--- src/sv/costmap_obstacle_decay_engine_defines.svh ---
// assertion macros for the costmap obstacle decay engine
// used by the top level only; the bodies are empty for synthesis
`ifndef COSTMAP_OBSTACLE_DECAY_ENGINE_DEFINES_SVH
`define COSTMAP_OBSTACLE_DECAY_ENGINE_DEFINES_SVH
`ifndef SYNTHESIS
// same-cycle implication
`define COD_ASSERT_IMP(lbl, ck, rn, ante, cons) \
    lbl: assert property (@(posedge ck) disable iff (!rn) (ante) |-> (cons)) \
        else $error("same-cycle check failed");
// next-cycle implication
`define COD_ASSERT_NXT(lbl, ck, rn, ante, cons) \
    lbl: assert property (@(posedge ck) disable iff (!rn) (ante) |=> (cons)) \
        else $error("next-cycle check failed");
`else
`define COD_ASSERT_IMP(lbl, ck, rn, ante, cons)
`define COD_ASSERT_NXT(lbl, ck, rn, ante, cons)
`endif
`endif

--- src/sv/cod_fifo.sv ---
// small register queue used between the parts of the engine
// no dependencies
module cod_fifo #(
    parameter int WIDTH = 8,
    parameter int DEPTH = 2
) (
    input  logic             clk,
    input  logic             rst_n,
    input  logic             push,
    input  logic [WIDTH-1:0] wdata,
    output logic             full,
    input  logic             pop,
    output logic [WIDTH-1:0] rdata,
    output logic             empty
);

    localparam int PW = (DEPTH > 1) ? $clog2(DEPTH) : 1;
    localparam int NW = $clog2(DEPTH + 1);

    logic [WIDTH-1:0] slot_reg [DEPTH];
    logic [PW-1:0]    wr_ptr_reg, wr_ptr_next;
    logic [PW-1:0]    rd_ptr_reg, rd_ptr_next;
    logic [NW-1:0]    count_reg, count_next;
    logic             do_push, do_pop;

    assign full    = (count_reg == NW'(DEPTH));
    assign empty   = (count_reg == '0);
    assign do_push = push && !full;
    assign do_pop  = pop && !empty;
    assign rdata   = slot_reg[rd_ptr_reg];

    // pointer and count update
    always_comb
    begin
        wr_ptr_next = wr_ptr_reg;
        rd_ptr_next = rd_ptr_reg;
        count_next  = count_reg;
        if (do_push)
        begin
            wr_ptr_next = (wr_ptr_reg == PW'(DEPTH - 1)) ? '0 : wr_ptr_reg + 1'b1;
        end
        if (do_pop)
        begin
            rd_ptr_next = (rd_ptr_reg == PW'(DEPTH - 1)) ? '0 : rd_ptr_reg + 1'b1;
        end
        if (do_push && !do_pop)
        begin
            count_next = count_reg + 1'b1;
        end
        else if (do_pop && !do_push)
        begin
            count_next = count_reg - 1'b1;
        end
    end

    always_ff @(posedge clk or negedge rst_n)
    begin
        if (!rst_n)
        begin
            wr_ptr_reg <= '0;
            rd_ptr_reg <= '0;
            count_reg  <= '0;
        end
        else
        begin
            wr_ptr_reg <= wr_ptr_next;
            rd_ptr_reg <= rd_ptr_next;
            count_reg  <= count_next;
        end
    end

    // payload slots
    always_ff @(posedge clk)
    begin
        if (do_push)
        begin
            slot_reg[wr_ptr_reg] <= wdata;
        end
    end

endmodule

--- config.mk ---
export PLATFORM = sky130hd
export DESIGN_NAME = cod_fifo
export DESIGN_NICKNAME = d
export VERILOG_FILES = /design/src/sv/costmap_obstacle_decay_engine_defines.svh /design/src/sv/cod_fifo.sv
export SDC_FILE = /design/constraint.sdc
export NUM_CORES = 1
export LEC_CHECK = 0
export ABC_AREA = 0
export BUFFER_PORTS_ARGS = -buffer_cell sky130_fd_sc_hd__buf_2
export CAP_MARGIN = 20
export CORE_MARGIN = 2
export CORE_UTILIZATION = 25
export DETAILED_ROUTE_END_ITERATION = 10
export PLACE_DENSITY = 0.4
export RECOVER_POWER = 100
export SETUP_SLACK_MARGIN = 0.5
export SYNTH_ARGS = -nofsm -noshare
export SYNTH_HDL_FRONTEND = slang
export SYNTH_SLANG_ARGS = --single-unit
export TNS_END_PERCENT = 100
--- constraint.sdc ---
create_clock -name clk -period 2.3 [get_ports clk]
set_clock_uncertainty 0.1 [all_clocks]
set_input_delay 0.23 -clock clk [delete_from_list [all_inputs] [get_ports clk]]
set_output_delay 0.23 -clock clk [all_outputs]
set_load 0.05 [all_outputs]
== Yosys cells after proc, flatten, opt, wreduce, memory -nomap -nowiden ==
Memory sizes are Yosys's and may differ from the RTL's.
Index checks and enable logic that the tools add are counted.
Storage, ports and cells
  RAM bits: 16
  bits of input ports: 12
  latch bits: 0
  flip-flop bits (word level): 4
  logic and storage cells: 25
  memories kept: 1
  memory bits (read-only): 0
Memories
  slot_reg: words 2, bits a word 8, rd ports 1, clocked after Yosys merged registers in 0, write ports 1, RTL line cod_fifo.sv:20  | logic [WIDTH-1:0] slot_reg [DEPTH];
Operators by class
  mux-type cells: 6
  divide/modulo/power cells: 0
  shift-type cells: 0
  add/subtract/negate cells: 4
  magnitude comparators: 0
  reduce and logical (&&, ||, !) cells: 10
  equal/unequal tests: 1
  bitwise gates (word level): 0
  multiply operators: 0
Operators with widths (number)
  $logic_and A1 B1 Y1: 4
  $logic_not A1 Y1: 4
  $mux W1: 4
  $mux W2: 2
  $add A1 B1 Y1 const B: 2
  $add A2 B1 Y2 const B: 1
  $eq A2 B2 Y1 const B: 1
  $logic_not A2 Y1: 1
  $reduce_bool A2 Y1: 1
  $sub A2 B1 Y2 const B: 1

== Depth between registers and ports, before layout ==
  word-level depth: 7
  gate-level depth with buffers: 7
  depth with buffers taken out: 7

== Worst setup path after synthesis ==
Ideal clock, no wire load.
  path type: flip-flop to flip-flop
  start: reg count_reg[0]
  end: mem slot_reg[0][0], enable pin
  library setup time: 0.370 ns
  buffers on the path: 0
  path slack: 0.808 ns
  period minus slack after synthesis: 1.492 ns
  arrival: 1.022 ns
  stages on the path, launching flop included: 4
  required time: 1.830 ns
  cell sequence: dfrtp_1 > nand2b_1 > nand2_2 > nor2_1
Between the ends
  word-level cells in the longest chain between the ends: 5
Ends and longest elaborated chain
  start, declared: RTL line cod_fifo.sv:23  | logic [NW-1:0] count_reg, count_next;
  start signal, assigned: RTL line cod_fifo.sv:68  | count_reg <= count_next;
  $eq A2 B2 Y1: RTL line cod_fifo.sv:26  | assign full = (count_reg == NW'(DEPTH));
  $logic_not A1 Y1: RTL line cod_fifo.sv:28  | assign do_push = push && !full;
  $logic_and A1 B1 Y1: RTL line cod_fifo.sv:28
  $mux W1: RTL line cod_fifo.sv:75  | if (do_push)
  $mux W1 (not written as such): RTL line cod_fifo.sv:77  | slot_reg[wr_ptr_reg] <= wdata;
  end, declared: RTL line cod_fifo.sv:20
Every way passes these cells.

== Final worst setup path ==
  start: reg rd_ptr_reg
  end: out rdata[2]
Between the ends
  word-level cells in the longest chain between the ends: 1
Ends and longest elaborated chain
  start, declared: RTL line cod_fifo.sv:22  | logic [PW-1:0] rd_ptr_reg, rd_ptr_next;
  start signal, assigned: RTL line cod_fifo.sv:67  | rd_ptr_reg <= rd_ptr_next;
  $mem_v2 Z2 W8
  end, declared: RTL line cod_fifo.sv:13  | output logic [WIDTH-1:0] rdata,
Every way passes these cells.

==> reports/results.tsv <==
metric	value	unit
final_max_slew_viol_count	0	
yosysUniqueCellTypes	15	
hpwl	906	um
postCtsSetupRepairBufs	0	
avgSynthCellArea	17.8	um^2
detail_route.iter0.violations	4	
largest_reg_flops	16	
htreeDepth	1	
power_per_cell_area	1380	mW/mm^2
worstPathRequired	1.97	ns
p_sw	0.609	mW
globalplace.congestion	0.658	
die_h	59.9	um
start_kind	flip-flop	
fill_cells	311	
fin_setup_tns	0	ns
peakVddDrop	0.000464	V
grt_setup_unrepaired	false	
finalWirelength	1.30	mm
comb_power_share	44.6	%
slowest_delay	0.61	ns
crit_type	reg2out	
tritoncts	done	
dp_cells	98	
grt_pass1_vias	443	
io_pins	22	
finalPower	1.36	mW
drt_drc_violations_left	0	
switching_share	44.8	%
p_leak	0.371	nW
ant_nets	0	
seqPwrFrac	43.2	%
cts_num_sinks	20	
slew_headroom	60.3	%
layout_worst_path_cycle_share	83.9	%
grt_usage	8.18	%
worstPathCellList	mux2_2, clkbuf_1	
overflow	0	
pwr-share-clk	12.2	%
multiInputGateArea	186	um^2
min_period	1.93	ns
end_kind	output port	
power.internal	0.748	mW
yosysSeqAreaShare	74.2	%
synth_area	782	um^2
crit_family	flip-flops	
hold_viol_final	0	
synth_warnings	0	
grt_max_degree	12	
critPathBufInv	1	
ys_ff_latch	20	
num_vias	437	
worst_slew_pin_slew	0.599	ns
cts.path.max_buffers	2	
wl_per_cell	12.1	um
clk_pin_slew	0.11	ns
cts-root-buf	clkbuf_4	
max_cap_viol_count	0	
core_area	0.00300	mm^2
maxClockFrequency	0.518	GHz
diodes	0	
layout.cells.non_filler	107	
std_cell_rows	20	
hold_path_class	in2reg	
dieArea	0.00359	mm^2
path_max_fanout	9	
clk_latency	0.29	ns
regArea	581	um^2
grt_pass1_wl	1.97	mm
setup_violations	0	
initial_core_util	26.0	%
status	finished, final reports clean	
dr.pass1.iters	3	
fp.dieW	59.9	um
cp_data_arrival_time	1.60	ns
synthToLayoutAreaGrowth	25.8	%
drive_gt1_share	17.6	%
antenna_found_initial	0	
postSynthNetCount	57	
cp_slowest_cell	dfrtp_1	
vias_per_cell	4.08	
final_nets	88	
place.port_buffers	21	
cts_inserted_buffers	3	
synthCells	44	
cell families (layout without fill, tap and decap cells):
family / after synthesis / after routing / share of synthesized area [%]
AO/OA/AOI/OAI: 1 / 1 / 0.639
XOR/XNOR: 5 / 5 / 6.56
adder cells (fa/ha/maj): 1 / 1 / 1.60
buffers and inverters: 3 / 33 / 1.60
flip-flops: 20 / 20 / 74.2
multiplexers: 8 / 8 / 11.5
AND/OR/NAND/NOR: 6 / 6 / 3.84
per-layer routing:
| metal | vias to the layer above | share of wire [%] | track usage (%) |
|---|---|---|---|
| met5 | - | 0 | 0 |
| met1 | 207 | 44 | 8.90 |
| met4 | 0 | 0 | 4.76 |
| met2 | 13 | 49 | 13.7 |
| li1 | 217 | - | - |
| met3 | 0 | 7.3 | 2.81 |
final timing paths:
kind / from / endpoint / slack [ns] / cells after the start
min: wdata[7] / slot_reg[0][7] / 0.04 / 1
max in group asynchronous: rst_n / rd_ptr_reg / 1.72 / 2
max: rd_ptr_reg / rdata[2] / 0.37 / 2
min in group asynchronous: rst_n / wr_ptr_reg / 0.19 / 2
min reg2reg: wr_ptr_reg / wr_ptr_reg / 0.43 / 1
max reg2reg: count_reg[0] / slot_reg[0][6] / 0.61 / 4
cell usage after synthesis (all sizes together):
master,n,area (um^2)
and3,1,6.26
dfrtp,4,100
mux2,8,90.1
ha,1,12.5
edfxtp,16,480
xor2,2,17.5
xnor2,3,33.8
buf,1,5.00
nand2b,1,6.26
o21ai,1,5.00
nor2,3,11.3
inv,2,7.51
nand2,1,6.26
timing repair:
item	in CTS	in global routing
hold buffers	1	4
resized for setup	1	0
endpoints found under the setup margin	8	0
endpoints found under the hold margin	4	7
cell type report:
type | count | area share, %
inverters | 2 | 0.763
repair buffers | 27 | 14.4
multi-input cells | 21 | 19.0
clock buffers | 4 | 2.67
flip-flops and latches | 20 | 59.0
well taps | 33 | 4.20
layout by cell type, fill, tap and decap left out, types with 2 or more instances in the layout:
cell,synthesis,layout
dlygate4sd3_1,0,5
mux2_1,6,6
xor2_1,2,2
mux2_2,2,2
nor2_1,3,3
clkbuf_4,0,3
buf_2,1,7
xnor2_1,2,2
edfxtp_1,16,16
clkbuf_1,0,16
dfrtp_1,4,4
inv_1,2,2
power by group through the flow:
stage,sequential (mW),clock [mW],combinational [mW]
6_report,0.586,0.165,0.605
5_1_grt,0.602,0.202,0.647
4_1_cts,0.593,0.177,0.635
3_5_place_dp,0.598,0,0.632
3_3_place_gp,0.594,0,0.634
2_1_floorplan,0.552,0,0.535
through the flow:
stage	utilization (%)	hold WS, ns	setup slack (ns)	cell area (um^2)
after floorplan	-	-0.166	0.808	782
after global placement	31.0	-0.0519	0.741	931
after detailed placement	31.0	-0.0555	0.713	931
after CTS	32.3	0.0154	0.552	968
after global routing	32.8	0.0319	0.263	983
final	32.8	0.0437	0.371	983
Note: power is estimated with default switching activity, not from simulation.
