`src/sv/costmap_obstacle_decay_engine_defines.svh`:
```
// assertion macros for the costmap obstacle decay engine
// used by the top level only; the bodies are empty for synthesis
`ifndef COSTMAP_OBSTACLE_DECAY_ENGINE_DEFINES_SVH
`define COSTMAP_OBSTACLE_DECAY_ENGINE_DEFINES_SVH
`ifndef SYNTHESIS
// same-cycle implication
`define COD_ASSERT_IMP(lbl, ck, rn, ante, cons) \
    lbl: assert property (@(posedge ck) disable iff (!rn) (ante) |-> (cons)) \
        else $error("same-cycle check failed");
// next-cycle implication
`define COD_ASSERT_NXT(lbl, ck, rn, ante, cons) \
    lbl: assert property (@(posedge ck) disable iff (!rn) (ante) |=> (cons)) \
        else $error("next-cycle check failed");
`else
`define COD_ASSERT_IMP(lbl, ck, rn, ante, cons)
`define COD_ASSERT_NXT(lbl, ck, rn, ante, cons)
`endif
`endif

```
`src/sv/cod_pkg.sv`:
```
// shared types, codes and window helpers of the costmap obstacle decay engine
// no dependencies
package cod_pkg;

    localparam logic [7:0] COST_UNKNOWN  = 8'd255;
    localparam logic [7:0] COST_INFLATED = 8'd254;

    // command codes on the input port
    localparam logic [2:0] CMD_LOAD    = 3'd0;
    localparam logic [2:0] CMD_INFLATE = 3'd1;
    localparam logic [2:0] CMD_OBSERVE = 3'd2;
    localparam logic [2:0] CMD_TICK    = 3'd3;
    localparam logic [2:0] CMD_READ    = 3'd4;

    // result kinds
    localparam logic [1:0] KIND_NEW   = 2'd0;
    localparam logic [1:0] KIND_DONE  = 2'd1;
    localparam logic [1:0] KIND_COUNT = 2'd2;
    localparam logic [1:0] KIND_READ  = 2'd3;

    // configuration register indexes
    localparam logic [2:0] REG_WIDTH    = 3'd0;
    localparam logic [2:0] REG_HEIGHT   = 3'd1;
    localparam logic [2:0] REG_OBSTACLE = 3'd2;
    localparam logic [2:0] REG_RADIUS   = 3'd3;
    localparam logic [2:0] REG_MAX_Z    = 3'd4;

    // queue depths between the parts
    localparam int CMD_DEPTH = 2;
    localparam int RES_DEPTH = 4;

    typedef enum logic [2:0] {
        OP_LOAD,
        OP_INFLATE,
        OP_OBSERVE,
        OP_TICK,
        OP_READ,
        OP_NOP
    } op_t;

    // effective configuration, already clamped
    typedef struct packed {
        logic [6:0]        width;
        logic [6:0]        height;
        logic [7:0]        obstacle;
        logic [1:0]        radius;
        logic signed [15:0] max_z;
    } cfg_t;

    // classified command between front and back
    typedef struct packed {
        op_t        op;
        logic [5:0] x;
        logic [5:0] y;
        logic       in_grid;
        logic       high;
        logic [7:0] value;
        logic [7:0] elapsed;
    } cmd_t;

    // one result item
    typedef struct packed {
        logic [1:0]  kind;
        logic [11:0] cell_index;
        logic [12:0] deletion_count;
        logic [7:0]  cost_value;
        logic        out_of_range;
        logic        last;
    } res_t;

    // one stored map cell
    typedef struct packed {
        logic       snap;
        logic       dyn;
        logic [7:0] wd;
        logic [7:0] live;
        logic [7:0] stat;
    } cell_t;

    // low edge of a square window
    function automatic logic [6:0] win_lo(input logic [6:0] c, input logic [1:0] r);
        win_lo = (c > 7'(r)) ? c - 7'(r) : 7'd0;
    endfunction

    // high edge of a square window, clipped to the grid
    function automatic logic [6:0] win_hi(input logic [6:0] c, input logic [1:0] r,
                                          input logic [6:0] lim);
        logic [7:0] s;
        s = {1'b0, c} + 8'(r);
        win_hi = (s > ({1'b0, lim} - 8'd1)) ? lim - 7'd1 : s[6:0];
    endfunction

endpackage

```
`src/sv/cod_front.sv`:
```
// front part: takes input items, decodes the command and classifies the cell
// depends on cod_pkg
module cod_front
    import cod_pkg::*;
(
    input  cfg_t        cfg,
    input  logic        push,
    output logic        full,
    input  logic [2:0]  command,
    input  logic [5:0]  cell_x,
    input  logic [5:0]  cell_y,
    input  logic [15:0] point_z,
    input  logic [7:0]  static_value,
    input  logic [7:0]  elapsed_ticks,
    input  logic        clearing,
    input  logic        q_full,
    output logic        q_push,
    output cmd_t        q_data
);

    op_t  op;

    // command decode
    always_comb
    begin
        unique case (command)
            CMD_LOAD:    op = OP_LOAD;
            CMD_INFLATE: op = OP_INFLATE;
            CMD_OBSERVE: op = OP_OBSERVE;
            CMD_TICK:    op = OP_TICK;
            CMD_READ:    op = OP_READ;
            default:     op = OP_NOP;
        endcase
    end

    // classify and clamp
    always_comb
    begin
        q_data.op      = op;
        q_data.x       = cell_x;
        q_data.y       = cell_y;
        q_data.in_grid = ({1'b0, cell_x} < cfg.width) && ({1'b0, cell_y} < cfg.height);
        q_data.high    = $signed(point_z) > cfg.max_z;
        q_data.value   = ((static_value > cfg.obstacle) && (static_value != COST_UNKNOWN))
                         ? cfg.obstacle : static_value;
        q_data.elapsed = elapsed_ticks;
    end

    assign full   = q_full || clearing;
    assign q_push = push && !full;

endmodule

```
`config.mk`:
```
export PLATFORM = sky130hd
export DESIGN_NAME = cod_front
export DESIGN_NICKNAME = d
export VERILOG_FILES = /design/src/sv/costmap_obstacle_decay_engine_defines.svh /design/src/sv/cod_pkg.sv /design/src/sv/cod_front.sv
export SDC_FILE = /design/constraint.sdc
export NUM_CORES = 1
export LEC_CHECK = 0
export BUFFER_PORTS_ARGS = -buffer_cell sky130_fd_sc_hd__buf_4
export CORE_ASPECT_RATIO = 0.5
export CORE_UTILIZATION = 40
export DETAILED_ROUTE_END_ITERATION = 7
export PLACE_DENSITY = 0.95
export SETUP_SLACK_MARGIN = 0.2
export SLEW_MARGIN = 25
export SYNTH_ARGS = -nofsm -noshare
export SYNTH_HDL_FRONTEND = slang
export SYNTH_SLANG_ARGS = --single-unit
export TNS_END_PERCENT = 5
```
`constraint.sdc`:
```
create_clock -name vclk -period 3.49
set_input_delay 0.1745 -clock vclk [all_inputs]
set_output_delay 0.1745 -clock vclk [all_outputs]
set_load 0.005 [all_outputs]
```
### After elaboration in Yosys (flattened, before gate mapping)

Cells that the tools add are included.

* register bits: 0
* input bits: 90
* output and inout port bits: 35

* order comparisons: 4
* eq/ne operators: 5
* mux-type cells: 2
* reductions and logical operators: 6

Operators by type and width (number)
* $gt A16 B16 Y1: 1
* $pmux W3 S5: 1
* $lt A6 B7 Y1: 2
* $gt A8 B8 Y1: 1
* $mux W8: 1
* $ne A8 B8 Y1 const B: 1
* $eq A3 B2 Y1 const B: 2
* $eq A3 B1 Y1 const B: 1
* $eq A3 B3 Y1 const B: 1
* $logic_and A1 B1 Y1: 3
* $logic_not A3 Y1: 1
* $logic_not A1 Y1: 1
* $logic_or A1 B1 Y1: 1

### Logic depth before layout (Yosys ltp)

Gate-level depths: netlist of the first run.

* depth after elaboration: 3
* depth in mapped cells: 8
* depth with buffers taken out: 7

### Least setup slack after synthesis of the first run

No wires, ideal clock.

* path type: input-to-output
* from: input cfg[25] (netlist name)
* to: output q_data[10] (netlist name)
* data arrival time: 1.506 ns
* required time: 3.316 ns
* slack: 1.810 ns
* stages: 8
* cells stage by stage: inv_1 -> ha_1 -> nand4_1 -> nor2_1 -> a311oi_1 -> o31a_1 -> buf_6 -> mux2_4

RTL lines
* start, declared: RTL line cod_front.sv:6 `input cfg_t cfg,`
* end, declared: RTL line cod_front.sv:18 `output cmd_t q_data`

==> results of run 1 <==
cells by family (layout without fill, tap and decap cells):
kind of cell	Yosys count	count (layout)	synth area share (%)
AOI/OAI and AO/OA	31	31	17.3
adders and majority gates	34	34	35.6
buffers and inverters	59	144	25.4
muxes	8	8	10.1
and+or+nand+nor	27	27	11.6
Yosys cell counts:
cell type	instances	share of area, %
nor2_1	7	2.2
or2_2	1	0.52
ha_1	34	36
o31ai_1	1	0.63
nand2b_1	2	1.0
buf_6	1	0.94
a21boi_0	1	0.63
o211ai_1	2	1.3
a211oi_1	2	1.3
inv_1	37	12
a21o_1	5	3.1
buf_4	20	13
nor2b_1	2	1.0
o31a_1	2	1.5
clkbuf_1	1	0.31
mux2_4	8	10
a2111oi_0	2	1.5
nand2_1	3	0.94
nand4_1	8	4.2
nand3_1	2	0.84
o41ai_1	1	0.73
o22ai_1	1	0.52
o21ai_0	4	1.7
a311oi_1	1	0.73
a21oi_1	9	3.8
nor3_1	2	0.84
through the flow:
stage          instance area [um2]  worst slack (ns)  instances  power [mW]  hold WS, ns
6_report                      1880              1.26        281       0.240        0.349
5_1_grt                       1880              1.17        281       0.268        0.349
4_1_cts                       1880              1.26        281       0.243        0.349
3_5_place_dp                  1880              1.27        281       0.242        0.349
3_3_place_gp                  1880              1.33        281       0.228        0.349
2_1_floorplan                 1190              1.81        159       0.128        0.379
final cells by class:
type | count | share of cell area (%)
timing repair buffer | 107 | 42.7
inverter | 37 | 7.39
tap | 37 | 2.46
multi-input combinational | 100 | 47.4
worst max-delay path, stage by stage:
cell	delay, ns
buf_4	0.08
inv_1	0.03
ha_1	0.32
nand4_1	0.13
nor2_1	0.06
a311oi_1	0.24
o31a_1	0.52
mux2_4	0.35
buf_4	0.13
metal layers:
metal	GRT usage, %	routed length, um	vias up
met5	0	0	-
met4	5.00	31	0
met3	0.889	130	4
met2	52.2	1970	39
met1	17.4	1140	600
li1	-	-	704
final timing paths:
path,from,end
max,cfg[25],q_data[9]
min,elapsed_ticks[0],q_data[0]
power by group:
| group | internal [mW] | switching, mW |
|---|---|---|
| clock | 0 | 0 |
| sequential | 0 | 0 |
| combinational | 0.150 | 0.0904 |
==> impl_metrics.tcl, run 1 <==
set metrics [dict create \
    crit_path_end_kind "output pin" \
    cellPowerDensity_nw_per_um2 128 \
    finalCriticalPeriod_ns 2.23 \
    setup_tns_ns 0 \
    firstDrtPassIters 3 \
    cp_data_required_time_ns 3.32 \
    grt_antenna_before_repair 0 \
    drc 0 \
    portBuffers 107 \
    seq_cell_count 0 \
    syn_avg_cell_area_um2 7.52 \
    clock_buffers 0 \
    grt_pass1_wl_um 5040 \
    postCtsSetupBuffers 0 \
    fmax_mhz 449 \
    area_growth_pct 57.3 \
    layout_common_cells "107 x buf_4, 37 x inv_1, 34 x ha_1" \
    grt_overflow 0 \
    final_common_cell "buf_4" \
    grt_setup_unrepaired "no" \
    finalSetupViolCount 0 \
    irDropWorstVdd_mv 0.0778 \
    die_h_um 40.6 \
    cp_max_fo 8 \
    wirelength_um 3280 \
    wire_per_inst_um 11.7 \
    num_vias 1347 \
    start_util_pct 44.0 \
    status "complete, no violations" \
    leakage_nw 1.15 \
    drtIter0Drc 8 \
    num_antenna_cells 0 \
    io_pins 125 \
    ys_seq_area_share_pct 0 \
    n_fill_cell 226 \
    die_area_um2 3220 \
    drtAntennaViolNets 0 \
    hold_depth 0 \
    start_kind "primary input" \
    grt_pass1_vias 1314 \
    worst_pin_slew_ns 0.539 \
    grt_use_total_pct 19.9 \
    hold_path.class "in -> out" \
    fin_nets 370 \
    core-area_um2 2720 \
    report.final.slew_viol_count 0 \
    yosysWarningCount 0 \
    synth_area_um2 1190 \
    avgViaCountPerCell 4.79 \
    fin_util_pct 69.2 \
    layout-drive-gt1-share_pct 47.5 \
    cp.arrival_ns 2.05 \
    multi_input_area_um2 891 \
    crit_type "in -> out" \
    rows 13 \
    dieWidth_um 79.3 \
    slew_headroom_pct 64.1 \
    timing.final.crit_share_pct 63.8 \
    hold_viol 0 \
    synthDistinctLibCells 26 \
    max_cap_violations 0 \
    seqCellArea_um2 0 \
    gp_congestion 0.749 \
    hold_buffers 0 \
    postCtsResizedCells 0 \
    synthCells 159 \
    grt_max_degree 9 \
    synth_fp_nets 283 \
    dp_hpwl_um 3120 \
]
No activity file was read; power rests on OpenSTA's default activity.
==> inputs of run 2 (changes only) <==
--- a/config.mk
+++ b/config.mk
@@ -7,9 +7,9 @@
 export LEC_CHECK = 0
 export BUFFER_PORTS_ARGS = -buffer_cell sky130_fd_sc_hd__buf_4
 export CORE_ASPECT_RATIO = 0.5
-export CORE_UTILIZATION = 40
+export CORE_UTILIZATION = 37
 export DETAILED_ROUTE_END_ITERATION = 7
-export PLACE_DENSITY = 0.95
+export PLACE_DENSITY = 0.89
 export SETUP_SLACK_MARGIN = 0.2
 export SLEW_MARGIN = 25
 export SYNTH_ARGS = -nofsm -noshare
==> constraint.sdc (replaced) <==
create_clock -name vclk -period 2.3
set_input_delay 0.115 -clock vclk [all_inputs]
set_output_delay 0.115 -clock vclk [all_outputs]
set_load 0.005 [all_outputs]
==> impl_metrics.tcl, run 2 (synthesized netlist as in run 1, its figures left out) <==
set metrics [dict create \
    status "complete, no violations" \
    cp_top_family "compound AO/OA/AOI/OAI gates" \
    firstDrtPassIters 4 \
    irDropWorstVdd_mv 0.0921 \
    avgViaCountPerCell 4.71 \
    slew_headroom_pct 72.7 \
    cp_data_required_time_ns 2.18 \
    postCtsSetupBuffers 0 \
    report.final.slew_viol_count 0 \
    drtIter0Drc 15 \
    grt_pass1_wl_um 5300 \
    worst_pin_slew_ns 0.399 \
    worstPathBufferInverterCount 4 \
    layout-drive-gt1-share_pct 48.0 \
    hold_depth 0 \
    core-area_um2 3030 \
    grt_setup_unrepaired "no" \
    crit_chain "buf_4 > inv_1 > ha_1 > nand4_1 > nor2_1 > a311oi_1 > o31a_1 > buf_4 > mux2_4 > buf_4" \
    setup_tns_ns 0 \
    seq_cell_count 0 \
    start_kind "primary input" \
    wl_met3_um 196 \
    io_pins 125 \
    die_area_um2 3470 \
    cpPeakStageDelay_ns 0.31 \
    wl_met1_um 1110 \
    gp_congestion 0.764 \
    die_h_um 42.2 \
    start_util_pct 39.4 \
    fin_nets 372 \
    drtAntennaViolNets 0 \
    leakage_nw 1.16 \
    portBuffers 107 \
    dieWidth_um 82.4 \
    finalSetupViolCount 0 \
    cellPowerDensity_nw_per_um2 192 \
    hold_buffers 0 \
    hold_viol 0 \
    top_layer_used "met4" \
    layout_common_cells "109 x buf_4, 37 x inv_1, 34 x ha_1" \
    hold_path.class "in -> out" \
    dp_hpwl_um 2910 \
    finalCriticalPeriod_ns 1.87 \
    crit_path_end_kind "output pin" \
    cp.arrival_ns 1.76 \
    cp_slowest_cell "ha_1" \
    path_depth 10 \
    final_common_cell "buf_4" \
    clock_buffers 0 \
    grt_max_degree 5 \
    num_antenna_cells 0 \
    area_growth_pct 58.8 \
    postCtsResizedCells 0 \
    timing.hold.ws_ns 0.230 \
    rows 14 \
    grt_antenna_before_repair 0 \
    wirelength_um 3110 \
    cp_max_fo 4 \
    cpMostUsedCell "buf_4" \
    drc 0 \
    grt_overflow 0 \
    grt_use_total_pct 18.6 \
    num_vias 1348 \
    timing.final.crit_share_pct 81.3 \
    wire_per_inst_um 10.9 \
    max_cap_violations 0 \
    crit_type "in -> out" \
    fmax_mhz 535 \
    n_fill_cell 268 \
    grt_pass1_vias 1410 \
    seqCellArea_um2 0 \
    wl_met2_um 1770 \
]
## run 2: cell types whose count changed in the layout (fill, tap and decap cells not counted), sizes merged
cell / previous run / this run
buf: 107 / 109
## run 2: per-layer routing
layer | vias to the layer above | global-route usage (%)
met5 | - | 0
met4 | 0 | 3.51
met3 | 4 | 1.30
met2 | 47 | 41.0
met1 | 594 | 18.4
li1 | 703 | -
## run 2: stage by stage
step | cells | power, mW | instance area [um2] | util, % | setup slack (ns)
floorplan | 159 | 0.194 | 1190 | - | 0.739
finish | 286 | 0.365 | 1900 | 62.6 | 0.429
global placement | 286 | 0.355 | 1900 | 62.6 | 0.461
detailed placement | 286 | 0.367 | 1900 | 62.6 | 0.441
CTS | 286 | 0.369 | 1900 | 62.6 | 0.433
global route | 286 | 0.411 | 1900 | 62.6 | 0.325
## run 2: final cells by class
| cell class | instances | area (um2) | share of cell area [%] |
|---|---|---|---|
| Timing Repair Buffer | 109 | 818 | 43.1 |
| Multi-Input combinational cell | 100 | 891 | 46.9 |
| Tap cell | 40 | 50.0 | 2.64 |
| Inverter | 37 | 139 | 7.32 |
## run 2: where the power goes
part | switching [mW] | internal, mW
combinational | 0.134 | 0.232
clock | 0 | 0
sequential | 0 | 0
total | 0.134 | 0.232
## run 2: final timing paths
| kind | from | end | slack, ns |
|---|---|---|---|
| worst max-delay path | cfg[25] | q_data[8] | 0.43 |
| worst min-delay path | elapsed_ticks[1] | q_data[1] | 0.23 |
